`config.mk`:
```
export PLATFORM = sky130hd
export DESIGN_NAME = layer_zorder_manager
export DESIGN_NICKNAME = d
export VERILOG_FILES = /design/src/hw/rtl/lzm_pkg.sv /design/src/hw/rtl/lzm_ctrl.sv /design/src/hw/rtl/lzm_dpath.sv /design/src/hw/rtl/layer_zorder_manager.sv
export SDC_FILE = /design/constraint.sdc
export NUM_CORES = 1
export LEC_CHECK = 0
export ABC_AREA = 1
export BUFFER_PORTS_ARGS = -buffer_cell sky130_fd_sc_hd__buf_2
export CORE_MARGIN = 5
export CORE_UTILIZATION = 30
export DETAILED_ROUTE_END_ITERATION = 7
export GPL_TIMING_DRIVEN = 1
export MAX_ROUTING_LAYER = met4
export PLACE_DENSITY = 0.48
export SYNTH_ARGS = -nofsm -noshare
export SYNTH_HDL_FRONTEND = slang
export SYNTH_HIERARCHICAL = 1
export SYNTH_SLANG_ARGS = --single-unit
```
`constraint.sdc`:
```
create_clock -name clk -period 2.5 [get_ports clk]
set_input_delay 0.25 -clock clk [delete_from_list [all_inputs] [get_ports clk]]
set_output_delay 0.25 -clock clk [all_outputs]
set_load 0.01 [all_outputs]
```
`src/hw/rtl/lzm_pkg.sv`:
```
// ----------------------------------------------------------------------------
// lzm_pkg
// Shared types and constants for the layer z-order manager: field widths,
// request codes and the command word from the controller to the datapath.
// ----------------------------------------------------------------------------
package lzm_pkg;

	// field widths fixed by the request and result words
	localparam int LAYER_W = 5;
	localparam int COUNT_W = 4;

	// request codes
	localparam logic REQ_RAISE = 1'b0;
	localparam logic REQ_HIDE  = 1'b1;

	// pointer layer id, never moved
	localparam logic [LAYER_W-1:0] POINTER_LAYER = '0;

	// controller to datapath command word
	typedef struct packed {
		logic load;    // capture the request word
		logic walk;    // rotate the slot ring by one position
		logic first;   // current walk step is the first one
		logic finish;  // update the visible count and register the result word
	} cmd_t;

endpackage

```
`src/hw/rtl/lzm_ctrl.sv`:
```
// ----------------------------------------------------------------------------
// lzm_ctrl
// Sequencer of the layer z-order manager: accepts a request word, counts
// the ring walk steps and commands the datapath to load, walk and finish.
// ----------------------------------------------------------------------------
module lzm_ctrl #(
	parameter int SLOTS = 16
) (
	input  logic                        clk,
	input  logic                        arst_n,
	input  logic                        start,
	input  logic                        req_type,
	input  logic [lzm_pkg::LAYER_W-1:0] layer_id,
	output logic                        busy,
	output lzm_pkg::cmd_t               cmd
);

	localparam int SW = $clog2(SLOTS + 1);

	typedef enum logic [1:0] {
		ST_IDLE,
		ST_WALK,
		ST_FIN
	} state_t;

	state_t        state_q;
	logic [SW-1:0] step_q;
	logic          hide_q;
	logic          last_step;

	// a raise walks the ring once, a hide walks one extra step for its lag
	assign last_step = hide_q ? (step_q == SW'(SLOTS)) : (step_q == SW'(SLOTS - 1));

	assign busy = (state_q != ST_IDLE);

	// drive the command word from the state
	always_comb begin
		cmd.load   = (state_q == ST_IDLE) && start;
		cmd.walk   = (state_q == ST_WALK);
		cmd.first  = (state_q == ST_WALK) && (step_q == SW'(1));
		cmd.finish = (state_q == ST_FIN);
	end

	// hold state, step count and request kind
	always_ff @(posedge clk or negedge arst_n) begin
		if (!arst_n) begin
			state_q <= ST_IDLE;
			step_q  <= '0;
			hide_q  <= 1'b0;
		end else begin
			case (state_q)
				ST_IDLE: begin
					if (start) begin
						hide_q <= (req_type == lzm_pkg::REQ_HIDE);
						step_q <= SW'(1);
						// skip the walk for the pointer layer
						if (layer_id == lzm_pkg::POINTER_LAYER) begin
							state_q <= ST_FIN;
						end else begin
							state_q <= ST_WALK;
						end
					end
				end
				ST_WALK: begin
					if (last_step) begin
						state_q <= ST_FIN;
					end else begin
						step_q <= step_q + SW'(1);
					end
				end
				ST_FIN: begin
					state_q <= ST_IDLE;
				end
				default: begin
					state_q <= ST_IDLE;
				end
			endcase
		end
	end

	a_step_range: assert property (@(posedge clk) disable iff (!arst_n)
		(state_q == ST_WALK) |-> (step_q >= SW'(1) && step_q <= SW'(SLOTS)))
		else $error("walk step out of range");

	a_finish_frees: assert property (@(posedge clk) disable iff (!arst_n)
		cmd.finish |=> !busy)
		else $error("controller still busy after finish");

	a_load_idle: assert property (@(posedge clk) disable iff (!arst_n)
		cmd.load |-> !cmd.walk && !cmd.finish)
		else $error("load issued during walk or finish");

endmodule

```
`src/hw/rtl/lzm_dpath.sv`:
```
// ----------------------------------------------------------------------------
// lzm_dpath
// Datapath of the layer z-order manager: a ring of display slots that
// rotates one position per step, with a one-word delay register, so that a
// raise shifts entries back and a hide closes the gap while the ring turns.
// ----------------------------------------------------------------------------
module lzm_dpath #(
	parameter int SLOTS = 16
) (
	input  logic                        clk,
	input  logic                        arst_n,
	input  lzm_pkg::cmd_t               cmd,
	input  logic                        req_type,
	input  logic [lzm_pkg::LAYER_W-1:0] layer_id,
	output logic                        done,
	output logic [lzm_pkg::LAYER_W-1:0] front_layer,
	output logic [lzm_pkg::COUNT_W-1:0] visible_count,
	output logic                        demoted_valid,
	output logic [lzm_pkg::LAYER_W-1:0] demoted_layer,
	output logic                        raised_valid,
	output logic                        dropped_valid,
	output logic [lzm_pkg::LAYER_W-1:0] dropped_layer
);

	localparam int N  = SLOTS - 1;        // slots 1 to SLOTS-1; slot 0 is fixed
	localparam int TW = $clog2(SLOTS);
	localparam int LW = lzm_pkg::LAYER_W;

	logic [LW-1:0] ring_q [N];
	logic [TW-1:0] top_q;
	logic [TW-1:0] rem_q;
	logic          req_q;
	logic [LW-1:0] id_q;
	logic          ign_q;
	logic [LW-1:0] d_q;
	logic          prev_in_q;
	logic          shift_q;
	logic          found_q;
	logic          gap_q;

	logic          done_q;
	logic [LW-1:0] front_q;
	logic [lzm_pkg::COUNT_W-1:0] count_q;
	logic          dem_v_q;
	logic [LW-1:0] dem_q;
	logic          rai_v_q;
	logic          drp_v_q;
	logic [LW-1:0] drp_q;

	logic [LW-1:0] x;
	logic          in_list;
	logic          hit;
	logic          gap_n;
	logic [LW-1:0] w;
	logic [TW-1:0] newtop;
	logic          drop;

	// step logic: x is the slot under the head of the ring
	always_comb begin
		x       = ring_q[0];
		in_list = (rem_q != '0);
		hit     = !cmd.first && prev_in_q && (d_q == id_q);
		gap_n   = gap_q | hit;
		if (req_q == lzm_pkg::REQ_RAISE) begin
			w = cmd.first ? id_q : (shift_q ? d_q : x);
		end else begin
			w = gap_n ? x : d_q;
		end
	end

	// new visible count and drop decision at finish
	always_comb begin
		newtop = top_q;
		drop   = 1'b0;
		if (!ign_q) begin
			if (req_q == lzm_pkg::REQ_RAISE) begin
				if (!found_q) begin
					if (top_q == TW'(N)) begin
						drop = 1'b1;
					end else begin
						newtop = top_q + TW'(1);
					end
				end
			end else if (gap_q) begin
				newtop = top_q - TW'(1);
			end
		end
	end

	// rotate the slot ring, write the transformed word at the tail
	always_ff @(posedge clk) begin
		if (cmd.walk) begin
			for (int k = 0; k < N - 1; k++) begin
				ring_q[k] <= ring_q[k+1];
			end
			ring_q[N-1] <= w;
		end
	end

	// capture the request word and advance the walk registers
	always_ff @(posedge clk) begin
		if (cmd.load) begin
			req_q <= req_type;
			id_q  <= layer_id;
			ign_q <= (layer_id == lzm_pkg::POINTER_LAYER);
		end
		if (cmd.load) begin
			rem_q     <= top_q;
			prev_in_q <= 1'b0;
			d_q       <= '0;
		end else if (cmd.walk) begin
			rem_q     <= rem_q - TW'(in_list);
			prev_in_q <= in_list;
			d_q       <= x;
		end
	end

	// hold the walk flags
	always_ff @(posedge clk or negedge arst_n) begin
		if (!arst_n) begin
			shift_q <= 1'b0;
			found_q <= 1'b0;
			gap_q   <= 1'b0;
		end else if (cmd.load) begin
			shift_q <= 1'b1;
			found_q <= 1'b0;
			gap_q   <= 1'b0;
		end else if (cmd.walk) begin
			gap_q <= gap_n;
			if (in_list && (x == id_q)) begin
				found_q <= 1'b1;
				shift_q <= 1'b0;
			end
			if (!in_list) begin
				shift_q <= 1'b0;
			end
		end
	end

	// update the visible count and the strobe
	always_ff @(posedge clk or negedge arst_n) begin
		if (!arst_n) begin
			top_q  <= '0;
			done_q <= 1'b0;
		end else begin
			done_q <= cmd.finish;
			if (cmd.finish) begin
				top_q <= newtop;
			end
		end
	end

	// register the result word
	always_ff @(posedge clk) begin
		if (cmd.finish) begin
			front_q <= (newtop != '0) ? ring_q[0] : '0;
			count_q <= lzm_pkg::COUNT_W'(newtop);
			dem_v_q <= !ign_q && (newtop > TW'(2));
			dem_q   <= (!ign_q && (newtop > TW'(2))) ? ring_q[1] : '0;
			rai_v_q <= !ign_q && (newtop > TW'(1));
			drp_v_q <= drop;
			drp_q   <= drop ? d_q : '0;
		end
	end

	assign done          = done_q;
	assign front_layer   = front_q;
	assign visible_count = count_q;
	assign demoted_valid = dem_v_q;
	assign demoted_layer = dem_q;
	assign raised_valid  = rai_v_q;
	assign dropped_valid = drp_v_q;
	assign dropped_layer = drp_q;

	a_raise_visible: assert property (@(posedge clk) disable iff (!arst_n)
		(done_q && !ign_q && (req_q == lzm_pkg::REQ_RAISE)) |-> (top_q != '0))
		else $error("raise left no layer visible");

	a_drop_full: assert property (@(posedge clk) disable iff (!arst_n)
		(done_q && drp_v_q) |-> (top_q == TW'(N)))
		else $error("drop reported while order not full");

	a_demote_raise: assert property (@(posedge clk) disable iff (!arst_n)
		(done_q && dem_v_q) |-> rai_v_q)
		else $error("demoted notice without raised notice");

endmodule

```
`src/hw/rtl/layer_zorder_manager.sv`:
```
// ----------------------------------------------------------------------------
// layer_zorder_manager
// Display stacking order of layer ids with move-to-front on raise and gap
// closing on hide; slot 0 stays with the pointer layer.
// Sequence: the accepting edge loads the request word, the ST_WALK state turns the
//   slot ring (skipped for the pointer layer), and ST_FIN registers the result word.
// A new word is taken only while busy is low, so one request is handled at a time;
//   results never stall.
// Reset: no layer visible, slot ring contents undefined until written.
// ----------------------------------------------------------------------------
module layer_zorder_manager #(
	parameter int SLOTS = 16
) (
	input  logic                        clk,
	input  logic                        arst_n,
	input  logic                        start,
	output logic                        busy,
	input  logic                        req_type,
	input  logic [lzm_pkg::LAYER_W-1:0] layer_id,
	output logic                        done,
	output logic [lzm_pkg::LAYER_W-1:0] front_layer,
	output logic [lzm_pkg::COUNT_W-1:0] visible_count,
	output logic                        demoted_valid,
	output logic [lzm_pkg::LAYER_W-1:0] demoted_layer,
	output logic                        raised_valid,
	output logic                        dropped_valid,
	output logic [lzm_pkg::LAYER_W-1:0] dropped_layer
);

	lzm_pkg::cmd_t cmd;

	// sequencer
	lzm_ctrl #(
		.SLOTS(SLOTS)
	) u_ctrl (
		.clk      (clk),
		.arst_n   (arst_n),
		.start    (start),
		.req_type (req_type),
		.layer_id (layer_id),
		.busy     (busy),
		.cmd      (cmd)
	);

	// slot ring and result registers
	lzm_dpath #(
		.SLOTS(SLOTS)
	) u_dpath (
		.clk           (clk),
		.arst_n        (arst_n),
		.cmd           (cmd),
		.req_type      (req_type),
		.layer_id      (layer_id),
		.done          (done),
		.front_layer   (front_layer),
		.visible_count (visible_count),
		.demoted_valid (demoted_valid),
		.demoted_layer (demoted_layer),
		.raised_valid  (raised_valid),
		.dropped_valid (dropped_valid),
		.dropped_layer (dropped_layer)
	);

endmodule
```
==> results of run 1 <==
power by group through the flow:
stage | Combinational (mW) | Sequential (mW) | Clock [mW]
floorplan | 1.47 | 4.05 | 0
global placement | 1.98 | 4.18 | 0
detailed placement | 2.04 | 4.21 | 0
CTS | 2.04 | 4.19 | 2.44
global route | 2.31 | 4.27 | 2.54
finish | 1.99 | 4.17 | 2.37
layout by cell type (no fill, tap or decap), types with 2 or more instances in the layout:
cell / Yosys / layout
clkinv_2: 0 / 3
nand3_2: 6 / 6
clkbuf_1: 2 / 2
o21ai_0: 24 / 24
nand2_1: 85 / 85
nand2_2: 6 / 6
nor3_1: 4 / 4
dlygate4sd3_1: 0 / 2
xor2_1: 4 / 4
o211ai_1: 5 / 5
clkbuf_16: 0 / 17
clkinvlp_4: 0 / 3
o21ai_1: 5 / 5
nand2_4: 4 / 4
buf_2: 1 / 32
nor2_2: 3 / 4
bufinv_16: 0 / 2
nand3_1: 19 / 19
ha_1: 6 / 6
edfxtp_1: 108 / 108
buf_4: 0 / 2
dfxtp_1: 6 / 6
inv_6: 0 / 2
inv_2: 10 / 10
clkinv_4: 0 / 2
a21oi_1: 11 / 11
xnor2_1: 2 / 2
dfrtp_1: 16 / 16
inv_1: 45 / 45
nor2_1: 37 / 36
metrics by stage:
step           setup WS [ns]  std cells  hold WS, ns  area (µm²)  total power [mW]
2_1_floorplan          0.186        419      -0.0456        5200              5.52
3_3_place_gp           0.541        675        0.207        5660              6.17
3_5_place_dp           0.492        675        0.208        5660              6.25
4_1_cts                0.490        708      0.00311        6240              8.67
5_1_grt                0.182        709       0.0206        6250              9.11
6_report               0.496        709       0.0376        6250              8.53
state kept, by name, indices dropped and copies added, names as in the netlist, 5 cells and up:
register,flops
u_ctrl/step_q,5
u_dpath/dropped_layer,5
u_dpath/front_layer,5
u_dpath/id_q,5
u_dpath/d_q,5
u_dpath/demoted_layer,5
u_dpath/ring_q,75
cells by family after synthesis:
kind of cell    Yosys count  share of synthesized area
xor+xnor                  6                     0.0101
flops                   130                      0.723
buf+inv                  60                     0.0476
fa+ha+maj                 6                     0.0144
simple gates            168                      0.152
compound gates           49                     0.0524
routing by layer:
metal,share of wire,vias to the layer above,GRT usage
met5,0,-,-
met4,0.019,0,0.0551
met3,0.052,15,0.0377
met2,0.47,65,0.161
met1,0.46,1478,0.127
li1,-,1534,-
cell type report:
type                            count  area, µm²
Fill cell                        1698      10900
Clock buffer                       19        433
Clock inverter                     13        136
Inverter                           56        224
Timing Repair Buffer               37        215
Tap cell                          225        282
Multi-Input combinational cell    229       1190
Sequential cell                   130       3760
worst min-delay path by stage:
stage,start,end,slack (ns),cells past startpoint
after floorplan,arst_n,u_ctrl/hide_q,-0.05,0
after global placement,arst_n,u_ctrl/step_q[4],0.21,1
after detailed placement,arst_n,u_ctrl/step_q[4],0.21,1
after CTS,req_type,u_dpath/req_q,0.003,1
after global routing,layer_id[4],u_dpath/id_q[4],0.02,1
final,layer_id[1],u_dpath/id_q[1],0.04,1
==> out/metrics.cfg, run 1 <==
[detailed_routing]
first_pass_iters = 4
ant_nets = 0
viasPerCell = 4.36
vias = 3092
drc_errors = 0
wire_per_inst_um = 13.5
drt_iter0_markers = 237
totalWireLength_mm = 9.61

[synthesis]
synth_most_common_cell = edfxtp_1
synth_area_leader_cell = edfxtp_1
synthFlopType = edfxtp_1
async_flop_share = 0.123
synth.avg_cell_area_um2 = 12.4
synth_top_area_frac = 0.623
synth_nets = 434
syn_inst = 419
ys_seq_elements = 130
syn_area_mm2 = 0.00520
yosys-top-cells-count = 108 x edfxtp_1, 85 x nand2_1, 45 x inv_1
yosysSeqAreaShare = 0.723
synth_cell_types = 32
synth_area_leaders = edfxtp_1 62%, dfrtp_1 7.7%, nand2_1 6.1%
ys_warn_count = 6
synth-edff-count = 108

[sta]
setup_tns_ns = 0
post-route-period-util = 0.802
setup_viol = 0
grt_setup_unrepaired = no
max_freq_mhz = 499
slew_headroom = 0.648
finalCriticalPeriod_ns = 2.00
hold_viol_final = 0
worstMarginPinSlew_ns = 0.528
drv_slew = 0
finClkSkew_ns = 0.00809

[floorplan]
rows = 48
die_area_mm2 = 0.0201
num_io_pins = 33
core_area_mm2 = 0.0172
die_w_um = 142
start_util = 0.303
die_h_um = 142

[final_layout]
drive_gt1_frac = 0.205
diodes = 0
utilization = 0.364
area_growth_pct = 20.1
final_nets = 486

[global_route]
antenna_found_initial = 0
grt_pass1_vias = 3059
grt_first_pass_wirelength_mm = 15.7
grt_overflow = 0
grt_max_degree = 68
grtUsageTotal = 0.107

[setup_path]
endpoint_kind = flip-flop
cp.depth = 12
reg2reg_to = u_dpath/ring_q[1][34]
reg2reg_slack_ns = 0.50
worst_setup_path_start_kind = flip-flop
setup.worst_path.start = u_ctrl/step_q[2]
cp_max_fo = 8
r2r.worst_path.cells = 12
crit_chain = nor2_2 -> nand3_1 -> nor2_1 -> inv_2 -> nand2_1 -> nor3_1 -> nand3_1 -> nand2_2 -> inv_2 -> nand2_1 -> nand3_1 -> nand2_1
r2r-start = u_ctrl/step_q[2]
cp.required_ns = 2.66
crit_family = simple AND/OR/NAND/NOR gates
endpoint = u_dpath/ring_q[1][34]
arrival_ns = 2.17
crit_type = flip-flop to flip-flop
critPathBufInv = 2
critPathMaxStageDelay_ns = 0.44
cp_slowest_cell = dfrtp_1

[placement]
gp_congestion = 0.867
dp_hpwl_mm = 6.38
io_buffers = 32

[cts]
htree_num_levels = 4
cts.root.buffer_cell = clkbuf_16
cts_buffers = 17
path_clk_slew_ns = 0.06
clock_latency_ns = 0.42
post_cts_buffers = 0
postCtsHoldBufs = 1
clock-sinks = 130
cts_resized = 0
clock_path_buffers = 2
cts_tree = yes

[pwr]
sw_frac_of_total = 0.323
combPwrFrac = 0.233
cellPowerDensity_mw_per_mm2 = 1370
ir_drop_uv = 511
p_seq_frac = 0.489
p_leak_nw = 2.51
p_sw_mw = 2.75
p_clk_frac = 0.278
p_int_mw = 5.78

[flow_run]
drv_cap = 0

[status]
status = finished, final reports clean

[min_path]
hp-class = input pin to flip-flop

Power figures use the tool's default switching activity.
==> run 2: changes to the inputs <==
--- a/config.mk
+++ b/config.mk
@@ -5,7 +5,7 @@
 export SDC_FILE = /design/constraint.sdc
 export NUM_CORES = 1
 export LEC_CHECK = 0
-export ABC_AREA = 1
+export ABC_AREA = 0
 export BUFFER_PORTS_ARGS = -buffer_cell sky130_fd_sc_hd__buf_2
 export CORE_MARGIN = 5
 export CORE_UTILIZATION = 30
==> constraint.sdc (replaced) <==
create_clock -name clk -period 1.9 [get_ports clk]
set_input_delay 0.19 -clock clk [delete_from_list [all_inputs] [get_ports clk]]
set_output_delay 0.19 -clock clk [all_outputs]
set_load 0.01 [all_outputs]
==> out/metrics.cfg, run 2 <==
[cts]
clock_path_buffers = 2  ; unchanged
path_clk_slew_ns = 0.05  ; about the same
cts_tree = yes
clock_latency_ns = 0.42  ; about the same
cts.root.buffer_cell = clkbuf_16
htree_num_levels = 4  ; unchanged
cts_buffers = 17  ; unchanged
clock-sinks = 130  ; unchanged

[sta]
finClkSkew_ns = 0.0119  ; +0.00378 ns
worstMarginPinSlew_ns = 0.646  ; +0.118 ns
hold_viol_final = 0  ; unchanged
drv_slew = 0  ; unchanged
worst_slack_ns = -0.123  ; -0.619 ns
finalCriticalPeriod_ns = 2.02  ; +0.0192 ns
post-route-period-util = 1.06  ; +0.263
fin_hold_ws_ns = 0.201  ; +0.163 ns
setup_viol = 20  ; +20
max_freq_mhz = 494  ; -0.95%
slew_headroom = 0.569  ; -0.0784
grt_setup_unrepaired = yes

[synthesis]
ys_seq_elements = 130  ; unchanged
synth_most_common_cell = edfxtp_1
syn_inst = 357  ; -15%
syn_area_mm2 = 0.00527  ; +1.2%
synth_top_area_frac = 0.616  ; -0.00755
synth_nets = 372  ; -14%
synth_mux_area_frac = 0.0366  ; +0.0366
synthFlopType = edfxtp_1
yosys-top-cells-count = 108 x edfxtp_1, 27 x inv_1, 27 x nand2_1
synth_top_family_by_area = compound AO/OA/AOI/OAI gates
synth_area_leaders = edfxtp_1 62%, dfrtp_1 7.6%, mux2i_1 3.2%
yosysSeqAreaShare = 0.714  ; -0.00876
ys_warn_count = 6  ; unchanged
synth_cell_types = 55  ; +72%
synth-edff-count = 108  ; unchanged
synth-simple-area-share = 0.0874  ; -0.0648
async_flop_share = 0.123  ; unchanged
synth-xor-area-share = 0.0200  ; +0.00985
synthAdderAreaFrac = 0.0143  ; -0.000175
synth.avg_cell_area_um2 = 14.8  ; +19%
synth_compound_area_frac = 0.0919  ; +0.0395
synth_area_leader_cell = edfxtp_1

[global_route]
grtUsageTotal = 0.111  ; +0.00429
grt_overflow = 0  ; unchanged
use_met2 = 0.148  ; -0.0126
grt_first_pass_wirelength_mm = 16.6  ; +6.0%
busiest_layer = met1
grt_max_degree = 45  ; -34%
met3_usage = 0.0417  ; +0.00392
antenna_found_initial = 0  ; unchanged
grt_pass1_vias = 3165  ; +3.5%
met1_usage = 0.148  ; +0.0219

[placement]
io_buffers = 32  ; unchanged
dp_hpwl_mm = 6.68  ; +4.7%
gp_congestion = 0.845  ; -2.4%

[final_layout]
layout_common_cells = 108 x edfxtp_1, 41 x buf_4, 32 x buf_2
layout_commonest_cell = edfxtp_1
drive_gt1_frac = 0.322  ; +0.118
diodes = 0  ; unchanged
largest_register = u_dpath/ring_q
area_growth_pct = 30.0
final_nets = 461  ; -5.1%
largest_register_ffs = 75  ; unchanged

[setup_path]
crit_type = flip-flop to flip-flop
cp.required_ns = 2.13  ; -0.53 ns
cp_max_fo = 6  ; -2
arrival_ns = 2.26  ; +0.09 ns
endpoint_kind = flip-flop
worst_setup_path_start_kind = flip-flop

[floorplan]
num_io_pins = 33  ; unchanged
die_h_um = 143  ; +0.57%
rows = 48  ; unchanged
die_w_um = 143  ; +0.57%
die_area_mm2 = 0.0203  ; +1.1%
start_util = 0.306  ; +0.00265
core_area_mm2 = 0.0172  ; +0.35%

[pwr]
fin_total_pwr_mw = 11.9  ; +39%
cellPowerDensity_mw_per_mm2 = 1730  ; +27%
p_leak_nw = 2.66  ; +6.1%
ir_drop_uv = 755  ; +48%

[detailed_routing]
drc_errors = 0  ; unchanged
ant_nets = 0  ; unchanged
vias = 3169  ; +2.5%
wire_per_inst_um = 15.2  ; +12%
drt_iter0_markers = 242  ; +2.1%
viasPerCell = 4.63  ; +6.2%
totalWireLength_mm = 10.4  ; +8.1%
first_pass_iters = 4  ; unchanged

[status]
status = finished with violations
violations = negative setup slack

[min_path]
hp-class = input pin to flip-flop

[flow_run]
drv_cap = 0  ; unchanged

[run 2: cell count changes after synthesis, moves of 7 or more]
| cell | delta |
|---|---|
| nand2_1 | -58 |
| nor2_1 | -22 |
| inv_1 | -18 |
| mux2i_1 | +17 |
| nand3_1 | -16 |
| o21ai_0 | -16 |
| buf_2 | +7 |
| inv_2 | -7 |
| nor2b_1 | +7 |
[run 2: repair_timing]
action / in CTS / in global routing
setup buffers: 3 / 4
endpoints found under the hold margin: 23 / 0
gates resized for setup: 7 / 15
pin swaps: 9 / 8
cloned: 0 / 1
endpoints found under the setup margin: 20 / 27
hold buffers: 7 / 0
[run 2: kinds of logic after synthesis]
| family | after synthesis |
|---|---|
| flip-flops | 130 |
| AND/OR/NAND/NOR | 86 |
| AO/OA/AOI/OAI | 57 |
| buffers and inverters | 47 |
| multiplexers | 19 |
| XOR/XNOR | 12 |
| adder cells (fa/ha/maj) | 6 |
[run 2: layer usage]
metal,vias to the layer above,part of all wire,wire (µm)
li1,1521,-,-
met1,1561,0.50,5220
met2,73,0.43,4450
met3,14,0.052,544
met4,0,0.016,167
met5,-,0,0
[run 2: area by class of cell]
type | instances | area, µm²
sequential | 130 | 3770
multi-input combinational | 180 | 1480
inverter | 30 | 119
timing repair buffer | 87 | 634
clock inverter | 14 | 139
fill | 1578 | 10400
clock buffer | 18 | 429
tap | 225 | 282
[run 2: report_power, final]
part,switching (mW),total (mW),internal (mW)
registers,0.637,5.41,4.77
clock network,1.20,3.12,1.92
logic,1.83,3.33,1.50
total,3.66,11.9,8.19
[run 2: worst max-delay path, stage by stage (launching register included)]
cell and delay (ns):
dfrtp_1 0.41, nand2b_4 0.10, clkinvlp_4 0.08, and4b_1 0.21, or2b_1 0.25, a2111oi_4 0.19
buf_4 0.20, a31oi_4 0.13, o211ai_1 0.27
[run 2: path summary, 6_finish.rpt]
| path | startpoint | to | slack (ns) | cells past startpoint |
|---|---|---|---|---|
| max | u_ctrl/state_q[0] | u_dpath/ring_q[1][31] | -0.12 | 8 |
| min | start | u_ctrl/state_q[1] | 0.20 | 3 |
| max reg2reg | u_ctrl/state_q[0] | u_dpath/ring_q[1][31] | -0.12 | 8 |
| min reg2reg | u_dpath/ring_q[1][1] | u_dpath/ring_q[0][36] | 0.41 | 0 |
| max in group asynchronous | arst_n | u_dpath/top_q[1] | 1.32 | 2 |
| min in group asynchronous | arst_n | u_ctrl/step_q[3] | 0.25 | 2 |
[run 2: stage by stage]
step           instances  cell area, µm²  utilization  TNS [ns]  setup WS, ns
2_1_floorplan        357            5370            -    -28.47         -1.26
3_3_place_gp         637            6050        0.351     -1.04       -0.0809
3_5_place_dp         637            6050        0.351     -1.66        -0.169
4_1_cts              679            6760        0.392     -1.58        -0.147
5_1_grt              684            6850        0.397     -3.28        -0.211
6_report             684            6850        0.397     -1.55        -0.123
==> run 3: changes to the inputs <==
--- a/config.mk
+++ b/config.mk
@@ -13,6 +13,8 @@
 export GPL_TIMING_DRIVEN = 1
 export MAX_ROUTING_LAYER = met4
 export PLACE_DENSITY = 0.48
+export RECOVER_POWER = 50
+export SLEW_MARGIN = 30
 export SYNTH_ARGS = -nofsm -noshare
 export SYNTH_HDL_FRONTEND = slang
 export SYNTH_HIERARCHICAL = 1
==> out/metrics.cfg, run 3 (synthesis results as in run 2) <==
[status]
status = finished with violations
violations = negative setup slack

[final_layout]
largest_register = u_dpath/ring_q
fill_cells = 1596  ; +1.1%
largest_register_ffs = 75  ; unchanged
area_growth_pct = 29.0
diodes = 0  ; unchanged
layout_common_cells = 108 x edfxtp_1, 40 x buf_4, 30 x clkbuf_1
drive_gt1_frac = 0.257  ; -0.0654
final_nets = 461  ; unchanged
layout_commonest_cell = edfxtp_1

[sta]
setup_viol = 20  ; unchanged
post-route-period-util = 1.06  ; about the same
max_freq_mhz = 494  ; about the same
worstMarginPinSlew_ns = 1.07  ; +0.420 ns
grt_setup_unrepaired = yes
worst_slack_ns = -0.123  ; +0.000388 ns
hold_viol_final = 0  ; unchanged
finClkSkew_ns = 0.0126  ; +0.000726 ns
slew_headroom = 0.289  ; -0.280
drv_slew = 0  ; unchanged
finalCriticalPeriod_ns = 2.02  ; -0.000388 ns

[cts]
cts_buffers = 17  ; unchanged
clock_path_buffers = 2  ; unchanged
htree_num_levels = 4  ; unchanged
path_clk_slew_ns = 0.06  ; about the same
clock_latency_ns = 0.42  ; about the same
clock-sinks = 130  ; unchanged
cts.root.buffer_cell = clkbuf_16
cts_tree = yes

[detailed_routing]
drt_iter0_markers = 232  ; -4.1%
vias = 3156  ; -0.41%
first_pass_iters = 5  ; +1
totalWireLength_mm = 10.4  ; +0.39%
ant_nets = 0  ; unchanged
viasPerCell = 4.61  ; -0.41%
wire_per_inst_um = 15.2  ; +0.39%
drc_errors = 0  ; unchanged

[global_route]
grtUsageTotal = 0.111  ; unchanged
grt_max_degree = 45  ; unchanged
grt_pass1_vias = 3165  ; unchanged
antenna_found_initial = 0  ; unchanged
grt_overflow = 0  ; unchanged
grt_first_pass_wirelength_mm = 16.6  ; unchanged

[pwr]
fin_total_pwr_mw = 11.8  ; -0.16%
p_leak_nw = 2.58  ; -3.0%
cellPowerDensity_mw_per_mm2 = 1740  ; +0.63%
ir_drop_uv = 753  ; -0.27%

[placement]
io_buffers = 32  ; unchanged
dp_worst_setup_slack_ns = -0.169  ; unchanged
dp_hpwl_mm = 6.68  ; unchanged
gp_congestion = 0.845  ; unchanged

[floorplan]
core_area_mm2 = 0.0172  ; unchanged
die_area_mm2 = 0.0203  ; unchanged
num_io_pins = 33  ; unchanged
rows = 48  ; unchanged
die_h_um = 143  ; unchanged
die_w_um = 143  ; unchanged
start_util = 0.306  ; unchanged

[setup_path]
cp_slowest_cell = dfrtp_2
cp_max_fo = 8  ; +2
crit_type = flip-flop to flip-flop
arrival_ns = 2.15  ; -0.11 ns
critPathMaxStageDelay_ns = 0.43  ; +0.02 ns
endpoint_kind = flip-flop
worst_setup_path_start_kind = flip-flop
crit_chain = ha_4 -> a311o_1 -> mux2_4 -> o22ai_4 -> a41oi_2
cp.required_ns = 2.03  ; -0.10 ns

[min_path]
hp-class = input pin to flip-flop

[flow_run]
drv_cap = 0  ; unchanged

[run 3: where the power goes]
part | internal [mW] | switching, mW | leakage [nW] | total [mW]
registers | 4.77 | 0.631 | 1.32 | 5.40
clock network | 1.92 | 1.20 | 0.278 | 3.12
logic | 1.49 | 1.82 | 0.977 | 3.32
total | 8.18 | 3.65 | 2.58 | 11.8
[run 3: per-stage QoR]
| step | util | cells | hold WS (ns) | TNS (ns) | cell area (µm²) |
|---|---|---|---|---|---|
| after floorplan | - | 357 | -0.106 | -28.47 | 5370 |
| after global placement | 0.351 | 637 | 0.154 | -1.04 | 6050 |
| after detailed placement | 0.351 | 637 | 0.155 | -1.66 | 6050 |
| after CTS | 0.392 | 679 | 0.173 | -1.58 | 6760 |
| after global routing | 0.394 | 684 | 0.192 | -3.34 | 6800 |
| final | 0.394 | 684 | 0.199 | -1.53 | 6800 |
[run 3: layout make-up]
type	count	area, µm²	share of cell area
inverters	30	119	0.0175
flip-flops and latches	130	3770	0.554
well taps	225	282	0.0414
multi-input cells	180	1480	0.218
clock buffers	18	429	0.0631
clock inverters	14	139	0.0204
repair buffers	87	583	0.0858
[run 3: critical path, delay by kind of cell, from the launching register on]
family | cells | cell delay, ns
muxes | 1 | 0.30
adders and majority gates | 1 | 0.17
AOI/OAI and AO/OA | 3 | 0.83
DFF | 1 | 0.43
[run 3: worst paths after layout]
path / startpoint / end / slack, ns / cells past startpoint
min reg2reg: u_dpath/ring_q[1][1] / u_dpath/ring_q[0][36] / 0.41 / 0
min: start / u_ctrl/state_q[1] / 0.20 / 3
max: u_dpath/top_q[0] / u_dpath/front_layer[0] / -0.12 / 5
max reg2reg: u_dpath/top_q[0] / u_dpath/front_layer[0] / -0.12 / 5
max in group asynchronous: arst_n / u_dpath/top_q[1] / 0.70 / 2
min in group asynchronous: arst_n / u_ctrl/step_q[3] / 0.48 / 2
[run 3: repair_timing]
action,4_1_cts,5_1_grt
hold endpoints to repair,23,0
gates cloned,0,1
resized for setup,7,15
pin swaps,9,8
hold buffers,7,0
setup buffers,3,4
endpoints found under the setup margin,20,27
[run 3: metal layers]
metal / vias to the layer above / track usage / wire length, µm
li1: 1515 / - / -
met1: 1558 / 0.148 / 5140
met2: 72 / 0.148 / 4490
met3: 11 / 0.0417 / 656
met4: 0 / 0.0525 / 134
met5: - / - / 0
